`config.mk`:
```
export PLATFORM = sky130hd
export DESIGN_NAME = led_pattern_charlieplex_controller
export DESIGN_NICKNAME = d
export VERILOG_FILES = /design/src/lpcc_pkg.sv /design/src/lpcc_ctrl.sv /design/src/lpcc_dp.sv /design/src/led_pattern_charlieplex_controller.sv
export SDC_FILE = /design/constraint.sdc
export NUM_CORES = 1
export LEC_CHECK = 0
export BUFFER_PORTS_ARGS = -buffer_cell sky130_fd_sc_hd__buf_4
export CAP_MARGIN = 20
export CORE_UTILIZATION = 35
export CTS_CLUSTER_DIAMETER = 100
export DETAILED_ROUTE_END_ITERATION = 10
export PLACE_DENSITY = 0.5
export SLEW_MARGIN = 40
export SYNTH_ARGS = -nofsm -noshare
export SYNTH_HDL_FRONTEND = slang
export SYNTH_SLANG_ARGS = --single-unit
```
`constraint.sdc`:
```
create_clock -name clk -period 5 [get_ports clk]
set_input_delay 0.5 -clock clk [delete_from_list [all_inputs] [get_ports clk]]
set_output_delay 0.5 -clock clk [all_outputs]
set_load 0.05 [all_outputs]
```
`src/lpcc_pkg.sv`:
```
// Shared types, constants and lookup functions of the charlieplex LED controller.
package lpcc_pkg;

  localparam int LED_COUNT = 20;
  localparam int LED_IDX_W = $clog2(LED_COUNT);
  localparam logic [LED_IDX_W-1:0] LAST_LED = LED_IDX_W'(LED_COUNT - 1);
  localparam logic [LED_COUNT-1:0] ALL_LEDS = '1;
  localparam logic [15:0] NOISE_SEED = 16'h1234;

  localparam logic [2:0] MODE_OFF          = 3'd0;
  localparam logic [2:0] MODE_ON           = 3'd1;
  localparam logic [2:0] MODE_BLINK        = 3'd2;
  localparam logic [2:0] MODE_MARQUEE      = 3'd3;
  localparam logic [2:0] MODE_RFILL        = 3'd4;
  localparam logic [2:0] MODE_BFILL        = 3'd5;
  localparam logic [2:0] MODE_TWINKLE      = 3'd6;
  localparam logic [2:0] MODE_TWINKLE_HOLD = 3'd7;

  localparam logic [2:0] REG_BLINK_IV  = 3'd0;
  localparam logic [2:0] REG_MARQ_IV   = 3'd1;
  localparam logic [2:0] REG_RFILL_IV  = 3'd2;
  localparam logic [2:0] REG_BFILL_IV  = 3'd3;
  localparam logic [2:0] REG_TWK_IV    = 3'd4;
  localparam logic [2:0] REG_TWK_TH    = 3'd5;
  localparam logic [2:0] REG_DEB_TH    = 3'd6;

  localparam logic [4:0] RFILL_CAP = 5'd11;
  localparam logic [4:0] BFILL_CAP = 5'd24;

  typedef struct packed {
    logic func;
    logic button_level;
  } lpcc_in_t;

  typedef struct packed {
    logic [4:0]           pin_dir;
    logic [4:0]           pin_level;
    logic [2:0]           cur_mode;
    logic                 press_seen;
    logic [LED_COUNT-1:0] led_bits;
  } lpcc_out_t;

  typedef struct packed {
    logic accept;
    logic scan;
    logic count;
    logic render;
    logic div_step;
    logic twk_step;
    logic debounce;
    logic load_out;
  } lpcc_cmd_t;

  typedef struct packed {
    logic [2:0] mode;
    logic       twk_go;
    logic       div_done;
    logic       twk_last;
  } lpcc_sts_t;

  function automatic logic [4:0] cathode_pin(input logic [LED_IDX_W-1:0] idx);
    logic [4:0] pin;
    unique case (idx) inside
      [5'd0:5'd3]:   pin = 5'h04;
      [5'd4:5'd7]:   pin = 5'h08;
      [5'd8:5'd11]:  pin = 5'h10;
      [5'd12:5'd15]: pin = 5'h02;
      [5'd16:5'd19]: pin = 5'h01;
      default:       pin = 5'h00;
    endcase
    return pin;
  endfunction

  function automatic logic [4:0] anode_pin(input logic [LED_IDX_W-1:0] idx);
    logic [4:0] pin;
    unique case (idx)
      5'd0:    pin = 5'h08;
      5'd1:    pin = 5'h10;
      5'd2:    pin = 5'h02;
      5'd3:    pin = 5'h01;
      5'd4:    pin = 5'h04;
      5'd5:    pin = 5'h10;
      5'd6:    pin = 5'h02;
      5'd7:    pin = 5'h01;
      5'd8:    pin = 5'h04;
      5'd9:    pin = 5'h08;
      5'd10:   pin = 5'h02;
      5'd11:   pin = 5'h01;
      5'd12:   pin = 5'h04;
      5'd13:   pin = 5'h08;
      5'd14:   pin = 5'h10;
      5'd15:   pin = 5'h01;
      5'd16:   pin = 5'h04;
      5'd17:   pin = 5'h08;
      5'd18:   pin = 5'h10;
      5'd19:   pin = 5'h02;
      default: pin = 5'h00;
    endcase
    return pin;
  endfunction

  function automatic logic [LED_COUNT-1:0] rfill_bits(input logic [4:0] q);
    logic [LED_COUNT-1:0] bits;
    bits = LED_COUNT'(1);
    if (q >= 5'd6) bits[15] = 1'b1;
    if (q >= 5'd5) begin
      bits[14] = 1'b1;
      bits[9]  = 1'b1;
    end
    if (q >= 5'd4) begin
      bits[13] = 1'b1;
      bits[8]  = 1'b1;
      bits[4]  = 1'b1;
    end
    if (q >= 5'd3) begin
      bits[12] = 1'b1;
      bits[7]  = 1'b1;
      bits[3]  = 1'b1;
    end
    if (q >= 5'd2) begin
      bits[11] = 1'b1;
      bits[6]  = 1'b1;
      bits[2]  = 1'b1;
    end
    if (q >= 5'd1) begin
      bits[10] = 1'b1;
      bits[5]  = 1'b1;
      bits[1]  = 1'b1;
    end
    return bits;
  endfunction

  function automatic logic [LED_COUNT-1:0] bfill_bits(input logic [4:0] q);
    logic [LED_COUNT-1:0] bits;
    bits = ALL_LEDS;
    for (int k = 1; k < LED_COUNT; k++) begin
      if (k + int'(q) <= 15) bits[k] = 1'b0;
    end
    return bits;
  endfunction

endpackage

```
`src/lpcc_ctrl.sv`:
```
// Sequencing state machine and result handshake of the charlieplex LED controller.
module lpcc_ctrl (
  input  logic              clk,
  input  logic              rst_n,
  input  logic              in_valid,
  output logic              in_ready,
  input  logic              in_func,
  output logic              out_valid,
  input  logic              out_ready,
  input  lpcc_pkg::lpcc_sts_t sts,
  output lpcc_pkg::lpcc_cmd_t cmd
);
  import lpcc_pkg::*;

  localparam logic [2:0] S_IDLE   = 3'd0;
  localparam logic [2:0] S_SCAN   = 3'd1;
  localparam logic [2:0] S_COUNT  = 3'd2;
  localparam logic [2:0] S_RENDER = 3'd3;
  localparam logic [2:0] S_DIV    = 3'd4;
  localparam logic [2:0] S_TWK    = 3'd5;
  localparam logic [2:0] S_DEB    = 3'd6;
  localparam logic [2:0] S_DONE   = 3'd7;

  logic [2:0] state_r, state_nxt;
  logic       out_valid_r, out_valid_nxt;
  logic       slot_free;

  assign in_ready  = (state_r == S_IDLE);
  assign out_valid = out_valid_r;
  assign slot_free = !out_valid_r || out_ready;

  always_comb begin
    state_nxt = state_r;
    cmd       = '0;
    unique case (state_r)
      S_IDLE: begin
        if (in_valid) begin
          cmd.accept = 1'b1;
          state_nxt  = in_func ? S_SCAN : S_COUNT;
        end
      end
      S_SCAN: begin
        cmd.scan  = 1'b1;
        state_nxt = S_DONE;
      end
      S_COUNT: begin
        cmd.count = 1'b1;
        state_nxt = S_RENDER;
      end
      S_RENDER: begin
        cmd.render = 1'b1;
        unique case (sts.mode) inside
          MODE_RFILL, MODE_BFILL:        state_nxt = S_DIV;
          MODE_TWINKLE, MODE_TWINKLE_HOLD: state_nxt = sts.twk_go ? S_TWK : S_DEB;
          default:                       state_nxt = S_DEB;
        endcase
      end
      S_DIV: begin
        cmd.div_step = 1'b1;
        if (sts.div_done) state_nxt = S_DEB;
      end
      S_TWK: begin
        cmd.twk_step = 1'b1;
        if (sts.twk_last) state_nxt = S_DEB;
      end
      S_DEB: begin
        cmd.debounce = 1'b1;
        state_nxt    = S_DONE;
      end
      S_DONE: begin
        if (slot_free) begin
          cmd.load_out = 1'b1;
          state_nxt    = S_IDLE;
        end
      end
      default: state_nxt = S_IDLE;
    endcase
  end

  assign out_valid_nxt = (out_valid_r && !out_ready) || cmd.load_out;

  always_ff @(posedge clk) begin
    if (!rst_n) begin
      state_r     <= S_IDLE;
      out_valid_r <= 1'b0;
    end else begin
      state_r     <= state_nxt;
      out_valid_r <= out_valid_nxt;
    end
  end

  a_accept_leaves_idle: assert property (@(posedge clk) disable iff (!rst_n)
    in_valid && in_ready |=> state_r != S_IDLE)
    else $error("accepted request did not start work");

  a_twinkle_ends_in_debounce: assert property (@(posedge clk) disable iff (!rst_n)
    state_r == S_TWK && sts.twk_last |=> state_r == S_DEB)
    else $error("twinkle sweep did not hand over to debounce");

  a_result_from_done: assert property (@(posedge clk) disable iff (!rst_n)
    $rose(out_valid_r) |-> $past(state_r == S_DONE))
    else $error("result raised outside the completion state");

  a_no_overwrite: assert property (@(posedge clk) disable iff (!rst_n)
    out_valid_r && !out_ready |-> !cmd.load_out)
    else $error("pending result overwritten");

endmodule

```
`src/lpcc_dp.sv`:
```
// Datapath of the charlieplex LED controller: settings, pattern state, counters and result register.
module lpcc_dp (
  input  logic                  clk,
  input  logic                  rst_n,
  input  lpcc_pkg::lpcc_cmd_t   cmd,
  output lpcc_pkg::lpcc_sts_t   sts,
  input  logic                  in_level,
  input  logic                  cfg_we,
  input  logic [2:0]            cfg_index,
  input  logic [15:0]           cfg_data,
  output lpcc_pkg::lpcc_out_t   out_data
);
  import lpcc_pkg::*;

  localparam logic [1:0] DB_IDLE      = 2'd0;
  localparam logic [1:0] DB_WAIT_LOW  = 2'd1;
  localparam logic [1:0] DB_WAIT_HIGH = 2'd2;
  localparam logic [1:0] DB_END_HIGH  = 2'd3;

  logic [14:0] blink_iv_r, marq_iv_r;
  logic [15:0] rfill_iv_r, bfill_iv_r, twk_iv_r, twk_th_r;
  logic [7:0]  deb_th_r;

  logic [LED_COUNT-1:0] led_on_r, led_on_nxt;
  logic [15:0]          frame_cnt_r, frame_cnt_nxt;
  logic [7:0]           deb_cnt_r, deb_cnt_nxt;
  logic [1:0]           deb_phase_r, deb_phase_nxt;
  logic [2:0]           mode_r, mode_nxt;
  logic [15:0]          noise_r, noise_nxt;
  logic [LED_IDX_W-1:0] scan_idx_r, scan_idx_nxt;
  logic [4:0]           pin_dir_r, pin_dir_nxt;
  logic [4:0]           pin_level_r, pin_level_nxt;
  logic                 level_r, level_nxt;
  logic                 press_r, press_nxt;
  logic [15:0]          acc_r, acc_nxt;
  logic [4:0]           qcnt_r, qcnt_nxt;
  logic [LED_IDX_W-1:0] twk_idx_r, twk_idx_nxt;
  lpcc_out_t            out_data_r, out_data_nxt;

  logic [15:0] fill_iv;
  logic [4:0]  fill_cap;
  logic [16:0] acc_sum;
  logic [16:0] marq_x3;
  logic [15:0] noise_step;
  logic        deb_held;

  assign fill_iv    = (mode_r == MODE_RFILL) ? rfill_iv_r : bfill_iv_r;
  assign fill_cap   = (mode_r == MODE_RFILL) ? RFILL_CAP : BFILL_CAP;
  assign acc_sum    = {1'b0, acc_r} + {1'b0, fill_iv};
  assign marq_x3    = {2'b00, marq_iv_r} + {1'b0, marq_iv_r, 1'b0};
  assign noise_step = {noise_r[0] ^ noise_r[2] ^ noise_r[3] ^ noise_r[5], noise_r[15:1]};
  assign deb_held   = deb_cnt_r >= deb_th_r;

  assign sts.mode     = mode_r;
  assign sts.twk_go   = frame_cnt_r >= twk_iv_r;
  assign sts.div_done = (qcnt_r == fill_cap) || ({1'b0, frame_cnt_r} < acc_sum);
  assign sts.twk_last = twk_idx_r == LAST_LED;

  assign out_data = out_data_r;

  always_comb begin
    led_on_nxt    = led_on_r;
    frame_cnt_nxt = frame_cnt_r;
    deb_cnt_nxt   = deb_cnt_r;
    deb_phase_nxt = deb_phase_r;
    mode_nxt      = mode_r;
    noise_nxt     = noise_r;
    scan_idx_nxt  = scan_idx_r;
    pin_dir_nxt   = pin_dir_r;
    pin_level_nxt = pin_level_r;
    level_nxt     = level_r;
    press_nxt     = press_r;
    acc_nxt       = acc_r;
    qcnt_nxt      = qcnt_r;
    twk_idx_nxt   = twk_idx_r;
    out_data_nxt  = out_data_r;

    if (cmd.accept) level_nxt = in_level;

    if (cmd.scan) begin
      press_nxt     = 1'b0;
      pin_dir_nxt   = '0;
      pin_level_nxt = '0;
      if (int'(scan_idx_r) < LED_COUNT) begin
        pin_dir_nxt = cathode_pin(scan_idx_r);
        if (led_on_r[scan_idx_r]) begin
          pin_dir_nxt   = cathode_pin(scan_idx_r) | anode_pin(scan_idx_r);
          pin_level_nxt = anode_pin(scan_idx_r);
        end
      end
      scan_idx_nxt = (scan_idx_r >= LAST_LED) ? '0 : scan_idx_r + 1'b1;
    end

    if (cmd.count) begin
      frame_cnt_nxt = frame_cnt_r + 1'b1;
      deb_cnt_nxt   = deb_cnt_r + 1'b1;
      press_nxt     = 1'b0;
      acc_nxt       = '0;
      qcnt_nxt      = '0;
      twk_idx_nxt   = '0;
    end

    if (cmd.render) begin
      unique case (mode_r) inside
        MODE_OFF: begin
          led_on_nxt    = '0;
          frame_cnt_nxt = '0;
          pin_level_nxt = '0;
        end
        MODE_ON: begin
          led_on_nxt    = ALL_LEDS;
          frame_cnt_nxt = '0;
        end
        MODE_BLINK: begin
          if (frame_cnt_r >= {blink_iv_r, 1'b0}) frame_cnt_nxt = '0;
          else if (frame_cnt_r >= {1'b0, blink_iv_r}) led_on_nxt = ALL_LEDS;
          else led_on_nxt = '0;
        end
        MODE_MARQUEE: begin
          if ({1'b0, frame_cnt_r} >= marq_x3) begin
            frame_cnt_nxt = '0;
            led_on_nxt    = LED_COUNT'(1);
          end else if (frame_cnt_r >= {marq_iv_r, 1'b0}) begin
            led_on_nxt = LED_COUNT'(20'h09249);
          end else if (frame_cnt_r >= {1'b0, marq_iv_r}) begin
            led_on_nxt = LED_COUNT'(20'h04925);
          end else begin
            led_on_nxt = LED_COUNT'(20'h02493);
          end
        end
        MODE_RFILL, MODE_BFILL: begin
        end
        MODE_TWINKLE, MODE_TWINKLE_HOLD: begin
          if (sts.twk_go) frame_cnt_nxt = '0;
        end
      endcase
    end

    if (cmd.div_step) begin
      if (!sts.div_done) begin
        acc_nxt  = acc_sum[15:0];
        qcnt_nxt = qcnt_r + 1'b1;
      end else if (mode_r == MODE_RFILL) begin
        if (qcnt_r == RFILL_CAP) begin
          frame_cnt_nxt = '0;
          led_on_nxt    = LED_COUNT'(1);
        end else begin
          led_on_nxt = rfill_bits(qcnt_r);
        end
      end else begin
        if (qcnt_r == BFILL_CAP) begin
          frame_cnt_nxt = '0;
          led_on_nxt    = ALL_LEDS;
        end else begin
          led_on_nxt = bfill_bits(qcnt_r);
        end
      end
    end

    if (cmd.twk_step) begin
      noise_nxt = noise_step;
      if (noise_step > twk_th_r) led_on_nxt[twk_idx_r] = ~led_on_r[twk_idx_r];
      twk_idx_nxt = twk_idx_r + 1'b1;
    end

    if (cmd.debounce) begin
      if (mode_r == MODE_TWINKLE_HOLD) led_on_nxt[0] = 1'b1;
      unique case (deb_phase_r)
        DB_IDLE: begin
          if (!level_r) begin
            deb_cnt_nxt   = '0;
            deb_phase_nxt = DB_WAIT_LOW;
          end
        end
        DB_WAIT_LOW: begin
          if (deb_held && !level_r) begin
            deb_cnt_nxt   = '0;
            deb_phase_nxt = DB_WAIT_HIGH;
          end
        end
        DB_WAIT_HIGH: begin
          if (level_r) begin
            deb_cnt_nxt   = '0;
            deb_phase_nxt = DB_END_HIGH;
          end
        end
        DB_END_HIGH: begin
          if (deb_held && level_r) begin
            deb_cnt_nxt   = '0;
            deb_phase_nxt = DB_IDLE;
            press_nxt     = 1'b1;
            mode_nxt      = mode_r + 1'b1;
            frame_cnt_nxt = '0;
          end
        end
        default: deb_phase_nxt = DB_IDLE;
      endcase
    end

    if (cmd.load_out) begin
      out_data_nxt.pin_dir    = pin_dir_r;
      out_data_nxt.pin_level  = pin_level_r;
      out_data_nxt.cur_mode   = mode_r;
      out_data_nxt.press_seen = press_r;
      out_data_nxt.led_bits   = led_on_r;
    end
  end

  always_ff @(posedge clk) begin
    if (!rst_n) begin
      blink_iv_r  <= 15'd750;
      marq_iv_r   <= 15'd500;
      rfill_iv_r  <= 16'd500;
      bfill_iv_r  <= 16'd300;
      twk_iv_r    <= 16'd500;
      twk_th_r    <= 16'd40000;
      deb_th_r    <= 8'd5;
    end else if (cfg_we) begin
      unique case (cfg_index)
        REG_BLINK_IV: blink_iv_r <= cfg_data[14:0];
        REG_MARQ_IV:  marq_iv_r  <= cfg_data[14:0];
        REG_RFILL_IV: rfill_iv_r <= cfg_data;
        REG_BFILL_IV: bfill_iv_r <= cfg_data;
        REG_TWK_IV:   twk_iv_r   <= cfg_data;
        REG_TWK_TH:   twk_th_r   <= cfg_data;
        REG_DEB_TH:   deb_th_r   <= cfg_data[7:0];
        default: begin
        end
      endcase
    end
  end

  always_ff @(posedge clk) begin
    if (!rst_n) begin
      led_on_r    <= '0;
      frame_cnt_r <= '0;
      deb_cnt_r   <= '0;
      deb_phase_r <= DB_IDLE;
      mode_r      <= MODE_ON;
      noise_r     <= NOISE_SEED;
      scan_idx_r  <= '0;
      pin_dir_r   <= '0;
      pin_level_r <= '0;
      press_r     <= 1'b0;
      qcnt_r      <= '0;
      twk_idx_r   <= '0;
    end else begin
      led_on_r    <= led_on_nxt;
      frame_cnt_r <= frame_cnt_nxt;
      deb_cnt_r   <= deb_cnt_nxt;
      deb_phase_r <= deb_phase_nxt;
      mode_r      <= mode_nxt;
      noise_r     <= noise_nxt;
      scan_idx_r  <= scan_idx_nxt;
      pin_dir_r   <= pin_dir_nxt;
      pin_level_r <= pin_level_nxt;
      press_r     <= press_nxt;
      qcnt_r      <= qcnt_nxt;
      twk_idx_r   <= twk_idx_nxt;
    end
  end

  always_ff @(posedge clk) begin
    level_r    <= level_nxt;
    acc_r      <= acc_nxt;
    out_data_r <= out_data_nxt;
  end

  a_quotient_capped: assert property (@(posedge clk) disable iff (!rst_n)
    cmd.div_step |-> qcnt_r <= fill_cap)
    else $error("fill quotient ran past its cap");

  a_acc_within_frame: assert property (@(posedge clk) disable iff (!rst_n)
    cmd.div_step |-> acc_r <= frame_cnt_r)
    else $error("fill accumulator passed the frame count");

  a_scan_in_range: assert property (@(posedge clk) disable iff (!rst_n)
    int'(scan_idx_r) < LED_COUNT)
    else $error("scan index out of range");

endmodule

```
`src/led_pattern_charlieplex_controller.sv`:
```
// Top level of the twenty-LED charlieplex pattern controller.
//
//   channel  direction  handshake              payload
//   in_      input      in_valid / in_ready    lpcc_in_t  (func, button_level)
//   out_     output     out_valid / out_ready  lpcc_out_t (pins, mode, press, LEDs)
//   cfg_     input      cfg_valid / cfg_ready  cfg_index (3 bit), cfg_data (16 bit)
//
// A scan request passes through the scan and completion states; a frame request passes
// through count, render and debounce, with the pattern work before debounce: the
// repeated-addition quotient in the fill modes (q up to 24), or one LFSR step per LED
// when a twinkle update is due; the result is loaded in the completion state.
// One request is in work at a time; a result still waiting holds the next request
// in its completion state until it is taken. Reset is synchronous, active low.
module led_pattern_charlieplex_controller (
  input  logic                clk,
  input  logic                rst_n,
  input  logic                in_valid,
  output logic                in_ready,
  input  lpcc_pkg::lpcc_in_t  in_data,
  output logic                out_valid,
  input  logic                out_ready,
  output lpcc_pkg::lpcc_out_t out_data,
  input  logic                cfg_valid,
  output logic                cfg_ready,
  input  logic [2:0]          cfg_index,
  input  logic [15:0]         cfg_data
);
  import lpcc_pkg::*;

  lpcc_cmd_t cmd;
  lpcc_sts_t sts;

  assign cfg_ready = 1'b1;

  lpcc_ctrl u_ctrl (
    .clk       (clk),
    .rst_n     (rst_n),
    .in_valid  (in_valid),
    .in_ready  (in_ready),
    .in_func   (in_data.func),
    .out_valid (out_valid),
    .out_ready (out_ready),
    .sts       (sts),
    .cmd       (cmd)
  );

  lpcc_dp u_dp (
    .clk       (clk),
    .rst_n     (rst_n),
    .cmd       (cmd),
    .sts       (sts),
    .in_level  (in_data.button_level),
    .cfg_we    (cfg_valid && cfg_ready),
    .cfg_index (cfg_index),
    .cfg_data  (cfg_data),
    .out_data  (out_data)
  );

endmodule

```
==> flow_summary.ini, run 1 <==
[global_routing]
antenna_found_initial = 1
track_usage_pct = 20.4
grt_pass1_vias = 13300
grt_pass1_wl_um = 74700
grt-ovfl-total = 0
grt_max_degree = 75

[logic_synthesis]
syn-num-nets = 2111
ys_seq_area_share_pct = 34.4
synth.distinct_cells = 81
yosysTopAreaCellShare_pct = 27.7
yosys_warnings = 0
async_flop_share_pct = 0
synth-main-ff-cell = dfxtp_1
syn_inst = 1893
synth_area_leaders = dfxtp_1 28%, ha_1 15%, nand2_1 8.7%
synthTopCellsByCount = 366 x nand2_1, 218 x dfxtp_1, 190 x ha_1, 109 x inv_1, 109 x nor2_1
ys_seq_elements = 253
yosysTopAreaCell = dfxtp_1
syn-cell-area_um2 = 15700
synth_area_per_cell_um2 = 8.31
synth.most_common_cell = nand2_1
synth-edff-count = 35

[place]
portBuffers = 61
hpwl_um = 34800
dp_cells = 2492
gp_congestion = 0.906

[clocking]
cts_hold_buf = 0
path_clk_slew_ns = 0.06
cts_buffers = 31
h-tree-depth = 1
cts_tree = built
root_buffer = clkbuf_16
clock_latency_ns = 0.57
clk_path_buf_depth = 3
cts_sinks = 253

[route]
avgViaCountPerCell = 5.34
ant_nets = 0
dr_total_vias = 13700
wl_per_cell_um = 18.5
drt_iter0_drc = 719
first_pass_iters = 7
wl_um = 47300
drc = 0

[die]
core_region_area_um2 = 44300
rows = 77
ios = 63
die_y_um = 214
start_util_pct = 35.5
dieArea_um2 = 45800
die_w_um = 214

[setup_path]
crit_chain = inv_2, ha_4, and2_4, nand2_1, nand2_1, ha_2, inv_2, fa_2, nor2b_4, o31ai_4, or2b_1, a21oi_2, xor2_1, ha_1, nand4_1, or3_1, o211ai_1, a21oi_1, a221o_1, nand3_1, buf_4, nor2_1, a221o_1, o21ai_0
start_kind = flop
cp_max_fo = 6
r2r_cells = 24
end_kind = flop
critPathSlowestCell = or3_1
cpPeakStageDelay_ns = 0.38
arrival_ns = 5.22
cp.required_ns = 5.49
crit_type = reg2reg
critical_path_buf_inv_count = 3
crit_family = compound AO/OA/AOI/OAI gates
rr_startpoint = u_dp.mode_r[1]
crit_start = u_dp.mode_r[1]
cp.depth = 24

[timing]
hold_viol_final = 0
worstMarginPinSlew_ns = 0.771
slew_viol_final = 0
finalSetupViolCount = 0
rsz0062_at_grt = false
clock_skew_ns = 0.00990
slew_headroom_pct = 48.5
fin_crit_ns = 4.73
setup_tns_ns = 0
max_freq_mhz = 212
finalCritPeriodShare_pct = 94.5

[power_and_ir_drop]
leakage_nw = 7.35
power.density_nw_per_um2 = 286
max-vdd-ir-drop_v = 0.000234

[worst_hold_path]
hp-start = in_data[0]
hold_class = in2reg
hold_depth = 1

[final_layout]
nets = 2157
final_cells = 2557
largest_reg_flops = 34
n_fill_cell = 4553
area.growth.synth_to_final_pct = 14.9
drive_gt1_share_pct = 10.3

[outcome]
outcome = completed

[run]
cap_violations = 0
## cells in the final DEF (no fill, tap or decap), types with 23 or more instances in the layout
cell,instances
edfxtp_1,35
xor2_1,31
nor3_1,23
o211ai_1,42
nand3_1,84
a21o_1,26
nand2_1,366
o21ai_0,94
clkbuf_16,31
inv_1,106
a21oi_1,74
ha_1,186
xnor2_1,24
buf_4,93
a21boi_0,86
nand4_1,23
dfxtp_1,214
nor2_1,107
## worst paths after layout
kind / to / slack (ns)
max: u_dp.led_on_r[10] / 0.27
min: u_dp.level_r / 0.11
max reg2reg: u_dp.led_on_r[10] / 0.27
min reg2reg: u_dp.out_data[24] / 0.44
## logic make-up (layout without fill, tap and decap cells)
| logic type | after synthesis | after routing | share of synthesized area (%) |
|---|---|---|---|
| fa+ha+maj | 192 | 192 | 15.4 |
| compound gates | 467 | 467 | 20.0 |
| flops | 253 | 253 | 34.4 |
| other cells | 1 | 2 | 0.0238 |
| simple gates | 716 | 716 | 20.5 |
| xor+xnor | 55 | 55 | 3.06 |
| buf+inv | 192 | 263 | 4.76 |
| mux | 17 | 17 | 1.88 |
## metrics by stage
| stage | setup slack, ns | power, W | hold WS [ns] | cell area, µm² | utilization (%) |
|---|---|---|---|---|---|
| final | 0.274 | 0.00517 | 0.107 | 18100 | 40.8 |
| after global routing | 0.000417 | 0.00539 | 0.0744 | 18100 | 40.8 |
| after CTS | 0.0350 | 0.00523 | 0.0730 | 17900 | 40.4 |
| after detailed placement | -0.0534 | 0.00289 | 0.425 | 16800 | 38.0 |
| after global placement | -0.00916 | 0.00288 | 0.421 | 16800 | 37.9 |
| after floorplan | 0.00531 | 0.00267 | 0.403 | 15700 | - |
## timing repair
action | in CTS | in global routing
endpoints found under the setup margin | 22 | 58
buffers inserted | 0 | 5
pin swaps | 1 | 19
resized for setup | 4 | 26
## cell type report
type | count | area (µm²) | share of cell area (%)
inverters | 109 | 409 | 2.26
multi-input cells | 1448 | 9710 | 53.7
well taps | 592 | 741 | 4.10
clock inverters | 25 | 250 | 1.39
clock buffers | 33 | 803 | 4.45
repair buffers | 96 | 732 | 4.05
flip-flops and latches | 253 | 5420 | 30.0
diodes | 1 | 2.50 | 0.0139
## power by group
group	internal (W)	leakage, nW	total [W]	switching [W]
logic	0.000239	4.75	0.000614	0.000375
registers	0.00215	2.09	0.00225	0.0000988
clock network	0.00137	0.515	0.00231	0.000938
## layer usage
metal / share of wire, % / track usage (%)
met5: 0 / 0
met4: 3.0 / 6.38
met3: 4.8 / 2.84
met2: 46 / 34.0
met1: 47 / 27.0
(Power assumes the default switching activity.)
==> run 2, diff against run 1 <==
- BUFFER_PORTS_ARGS: -buffer_cell sky130_fd_sc_hd__buf_4 -> not set
- DONT_BUFFER_PORTS: not set -> 1
- PLACE_DENSITY: 0.5 -> 0.49
==> flow_summary.ini, run 2 (synthesis gave the netlist of run 1 again) <==
[final_layout]
nets = 2099
layout_commonest_cell = nand2_1
n_fill_cell = 4594
area.growth.synth_to_final_pct = 12.7
mostFrequentLayoutCells = 366 x nand2_1, 215 x dfxtp_1, 186 x ha_1
largest_reg_flops = 34
drive_gt1_share_pct = 7.76
seqCellArea_um2 = 5420
multi_input_area_um2 = 9760
finish.utilization_pct = 40.0
antenna_cells = 0

[global_routing]
track_usage_pct = 20.8
antenna_found_initial = 0
grt_pass1_vias = 12800
grt_pass1_wl_um = 75300
grt-ovfl-total = 0
grt_max_degree = 165

[die]
ios = 63
die_y_um = 214
die_w_um = 214
start_util_pct = 35.5
dieArea_um2 = 45800
rows = 77
core_region_area_um2 = 44300

[worst_hold_path]
hold_depth = 0
hold_class = in2reg
hp-start = in_data[0]
min_to = u_dp.level_r

[clocking]
cts_buffers = 35
cts_tree = built
path_clk_slew_ns = 0.06
h-tree-depth = 2
clock_latency_ns = 0.55
root_buffer = clkbuf_16
cts_hold_buf = 0
clk_path_buf_depth = 3
cts_sinks = 253

[setup_path]
arrival_ns = 5.18
reg2reg_to = u_dp.led_on_r[11]
critPathSlowestCell = a311o_2
rr_startpoint = u_dp.mode_r[1]
cpPeakStageDelay_ns = 0.44
crit_chain = inv_2, ha_4, and2_4, buf_4, nand2_1, nand2_1, ha_1, nor2b_4, o31ai_4, or2b_1, a21oi_2, xor2_1, ha_1, nand4_1, or3_1, o211ai_1, a21oi_1, a221o_1, nor2b_4, a311o_2, o2111ai_1, o21ai_1
crit_type = reg2reg
cp.required_ns = 5.44
start_kind = flop
end_kind = flop
rrSetupSlack_ns = 0.25
r2r_cells = 22
cp_max_fo = 5

[outcome]
outcome = completed

[place]
gp_congestion = 0.892
portBuffers = 0
hpwl_um = 34500

[route]
dr_total_vias = 13400
first_pass_iters = 5
avgViaCountPerCell = 5.35
ant_nets = 0
wl_um = 47800
wl_per_cell_um = 19.1
drc = 0
drt_iter0_drc = 889

[timing]
finalCritPeriodShare_pct = 94.9
slew_headroom_pct = 41.2
clock_skew_ns = 0.0265
worstMarginPinSlew_ns = 0.859
max_freq_mhz = 211
holdWs_ns = 0.0444
finalSetupViolCount = 0
slew_viol_final = 0
fin_crit_ns = 4.75
rsz0062_at_grt = false
hold_viol_final = 0

[power_and_ir_drop]
max-vdd-ir-drop_v = 0.000233
leakage_nw = 7.11
power.density_nw_per_um2 = 295

[run]
cap_violations = 0
## run 2: cell type report
class,count,share of cell area (%)
Inverter,109,2.31
Sequential cell,253,30.6
Clock buffer,48,5.62
Timing Repair Buffer,33,1.60
Clock inverter,14,0.699
Tap cell,592,4.18
Multi-Input combinational cell,1449,55.0
## run 2: what timing repair did
item | in CTS | in global routing
pin swaps | 0 | 19
setup buffers | 0 | 3
gates cloned | 0 | 1
setup endpoints to repair | 6 | 58
gates resized for setup | 2 | 35
## run 2: routing by layer
layer	vias up	wire length, µm	part of all wire [%]	global-route usage, %
met5	-	0	0	0
met4	0	846	1.8	5.42
met3	47	1670	3.5	2.74
met2	250	21600	45	33.6
met1	6357	23700	50	29.0
li1	6714	-	-	-
## run 2: report_power, final
group / switching [W] / leakage (nW) / internal, W / total [W]
clock: 0.000989 / 0.551 / 0.00145 / 0.00244
combinational: 0.000296 / 4.47 / 0.000214 / 0.000511
sequential: 0.000121 / 2.09 / 0.00215 / 0.00227
## run 2: critical path, delay by kind of cell, from the launching register on
| family | cells | cell delay, ns |
|---|---|---|
| AO/OA/AOI/OAI | 8 | 1.88 |
| flip-flops | 1 | 0.34 |
| adder cells (fa/ha/maj) | 3 | 0.75 |
| buffers and inverters | 2 | 0.20 |
| AND/OR/NAND/NOR | 8 | 1.35 |
| XOR/XNOR | 1 | 0.10 |
## run 2: how the worst max path moves through the flow
stage	from	end	depth (start not counted)
2_1_floorplan	u_dp.mode_r[0]	u_dp.led_on_r[11]	27
3_3_place_gp	u_dp.marq_iv_r[1]	u_dp.led_on_r[13]	21
3_5_place_dp	u_dp.marq_iv_r[0]	u_dp.led_on_r[8]	22
4_1_cts	u_dp.marq_iv_r[1]	u_dp.led_on_r[8]	22
5_1_grt	u_dp.mode_r[1]	u_dp.qcnt_r[3]	22
6_report	u_dp.mode_r[1]	u_dp.led_on_r[11]	22
## run 2: stage by stage
stage          setup TNS [ns]  area (µm²)  power, W  std cells  worst slack [ns]
3_5_place_dp           -0.103       16400   0.00281       2432           -0.0484
6_report                    0       17700   0.00522       2498             0.253
5_1_grt                     0       17700   0.00544       2498           0.00863
2_1_floorplan               0       15700   0.00267       1893           0.00531
3_3_place_gp                0       16400   0.00280       2431           0.00602
4_1_cts                     0       17500   0.00529       2494            0.0215
==> run 3, diff against run 2 <==
- SETUP_SLACK_MARGIN: not set -> 0.5
==> flow_summary.ini, run 3 (synthesis gave the netlist of run 1 again) <==
[timing]
rsz0062_at_grt = true
hold_viol_final = 0
worstMarginPinSlew_ns = 0.853
finalCritPeriodShare_pct = 91.9
setup_tns_ns = 0
final.setup.worst_slack_ns = 0.403
finalSetupViolCount = 0
fin_crit_ns = 4.60
slew_headroom_pct = 43.0
slew_viol_final = 0
max_freq_mhz = 218
clock_skew_ns = 0.0200

[clocking]
root_buffer = clkbuf_16
clk_path_buf_depth = 3
clock_latency_ns = 0.58
cts_sinks = 253
cts_tree = built
cts_buffers = 31
cts_hold_buf = 0
path_clk_slew_ns = 0.06
h-tree-depth = 1

[place]
dp_cells = 2431
portBuffers = 0
gp_congestion = 0.906
hpwl_um = 34800
dp_slack_ns = 0.0757

[global_routing]
grt_pass1_wl_um = 75000
grt-ovfl-total = 0
grt_pass1_vias = 12900
grt_max_degree = 166
antenna_found_initial = 0
track_usage_pct = 20.5

[outcome]
outcome = completed

[setup_path]
arrival_ns = 5.04
reg2reg_to = u_dp.led_on_r[11]
cp_max_fo = 8
rr_startpoint = u_dp.mode_r[0]
start_kind = flop
cp.required_ns = 5.45
end_kind = flop
crit_type = reg2reg
r2r_cells = 23
rrSetupSlack_ns = 0.40

[power_and_ir_drop]
leakage_nw = 7.15
max-vdd-ir-drop_v = 0.000224
power.density_nw_per_um2 = 284

[final_layout]
mostFrequentLayoutCells = 360 x nand2_1, 214 x dfxtp_1, 179 x ha_1
drive_gt1_share_pct = 10.3
layout_commonest_cell = nand2_1
final_cells = 2507
nets = 2110
antenna_cells = 0
largest_reg_flops = 34
n_fill_cell = 4519
area.growth.synth_to_final_pct = 14.5

[run]
cap_violations = 0

[die]
die_y_um = 214
die_w_um = 214
dieArea_um2 = 45800
rows = 77
core_region_area_um2 = 44300
ios = 63
start_util_pct = 35.5

[route]
avgViaCountPerCell = 5.38
drc = 0
dr_total_vias = 13500
drt_iter0_drc = 712
ant_nets = 0
wl_um = 47900
wl_per_cell_um = 19.1
first_pass_iters = 5

[worst_hold_path]
hold_class = in2reg
hp-start = in_data[0]
min_to = u_dp.level_r
hold_depth = 0
==> run 3: what timing repair did <==
| action | CTS | global route |
|---|---|---|
| resized for setup | 33 | 50 |
| setup buffers | 10 | 9 |
| setup endpoints to repair | 58 | 58 |
| pin swaps | 29 | 46 |
| gates cloned | 1 | 0 |
| hold endpoints to repair | 0 | 0 |
==> run 3: worst max path at each step <==
stage / start / endpoint / slack, ns / cells past startpoint
detailed placement: u_dp.marq_iv_r[0] / u_dp.led_on_r[8] / 0.08 / 22
CTS: u_dp.mode_r[0] / u_dp.led_on_r[11] / 0.44 / 23
floorplan: u_dp.mode_r[0] / u_dp.led_on_r[11] / 0.28 / 28
global placement: u_dp.marq_iv_r[0] / u_dp.led_on_r[13] / 0.09 / 21
global route: u_dp.mode_r[0] / u_dp.led_on_r[11] / 0.22 / 24
finish: u_dp.mode_r[0] / u_dp.led_on_r[11] / 0.40 / 23
==> run 3: metrics by stage <==
| step | instance area [µm²] | hold WS (ns) | util [%] | power (W) |
|---|---|---|---|---|
| after floorplan | 15800 | 0.403 | - | 0.00267 |
| after global placement | 16400 | 0.420 | 37.0 | 0.00281 |
| after detailed placement | 16400 | 0.415 | 37.1 | 0.00282 |
| after CTS | 17700 | 0.00184 | 39.9 | 0.00515 |
| after global routing | 18000 | 0.00202 | 40.6 | 0.00534 |
| final | 18000 | 0.0246 | 40.6 | 0.00512 |
==> run 3: layer usage <==
layer	vias to the layer above	global-route usage (%)	routed length, µm
met5	-	0	0
met3	75	2.43	2000
li1	6721	-	-
met1	6398	29.2	23100
met2	290	32.9	21600
met4	0	4.87	1290
==> run 3: cell type report <==
| type | instances | area [µm²] | share of cell area (%) |
|---|---|---|---|
| Inverter | 109 | 409 | 2.27 |
| Multi-Input combinational cell | 1449 | 10000 | 55.7 |
| Timing Repair Buffer | 48 | 375 | 2.09 |
| Clock inverter | 17 | 188 | 1.04 |
| Sequential cell | 253 | 5420 | 30.1 |
| Tap cell | 592 | 741 | 4.11 |
| Clock buffer | 39 | 846 | 4.70 |
==> run 3: critical path: stages, from the launching register on <==
cell	delay [ns]
dfxtp_2	0.33
inv_2	0.05
ha_4	0.17
and2_4	0.18
nand2_2	0.06
nand2_2	0.06
ha_4	0.16
inv_2	0.05
fa_2	0.22
nor2b_4	0.06
o31ai_4	0.24
or2b_1	0.27
a21oi_2	0.17
xor2_2	0.10
ha_1	0.30
nand4_1	0.09
or3_1	0.35
o211ai_1	0.24
a21oi_1	0.11
a221o_1	0.41
nor2b_4	0.20
a311o_1	0.35
o2111ai_1	0.20
o21ai_1	0.09
==> run 3: power by group <==
part / total [W] / switching [W] / internal (W)
sequential: 0.00227 / 0.000126 / 0.00215
combinational: 0.000533 / 0.000301 / 0.000232
clock: 0.00231 / 0.000918 / 0.00139
total: 0.00512 / 0.00135 / 0.00377
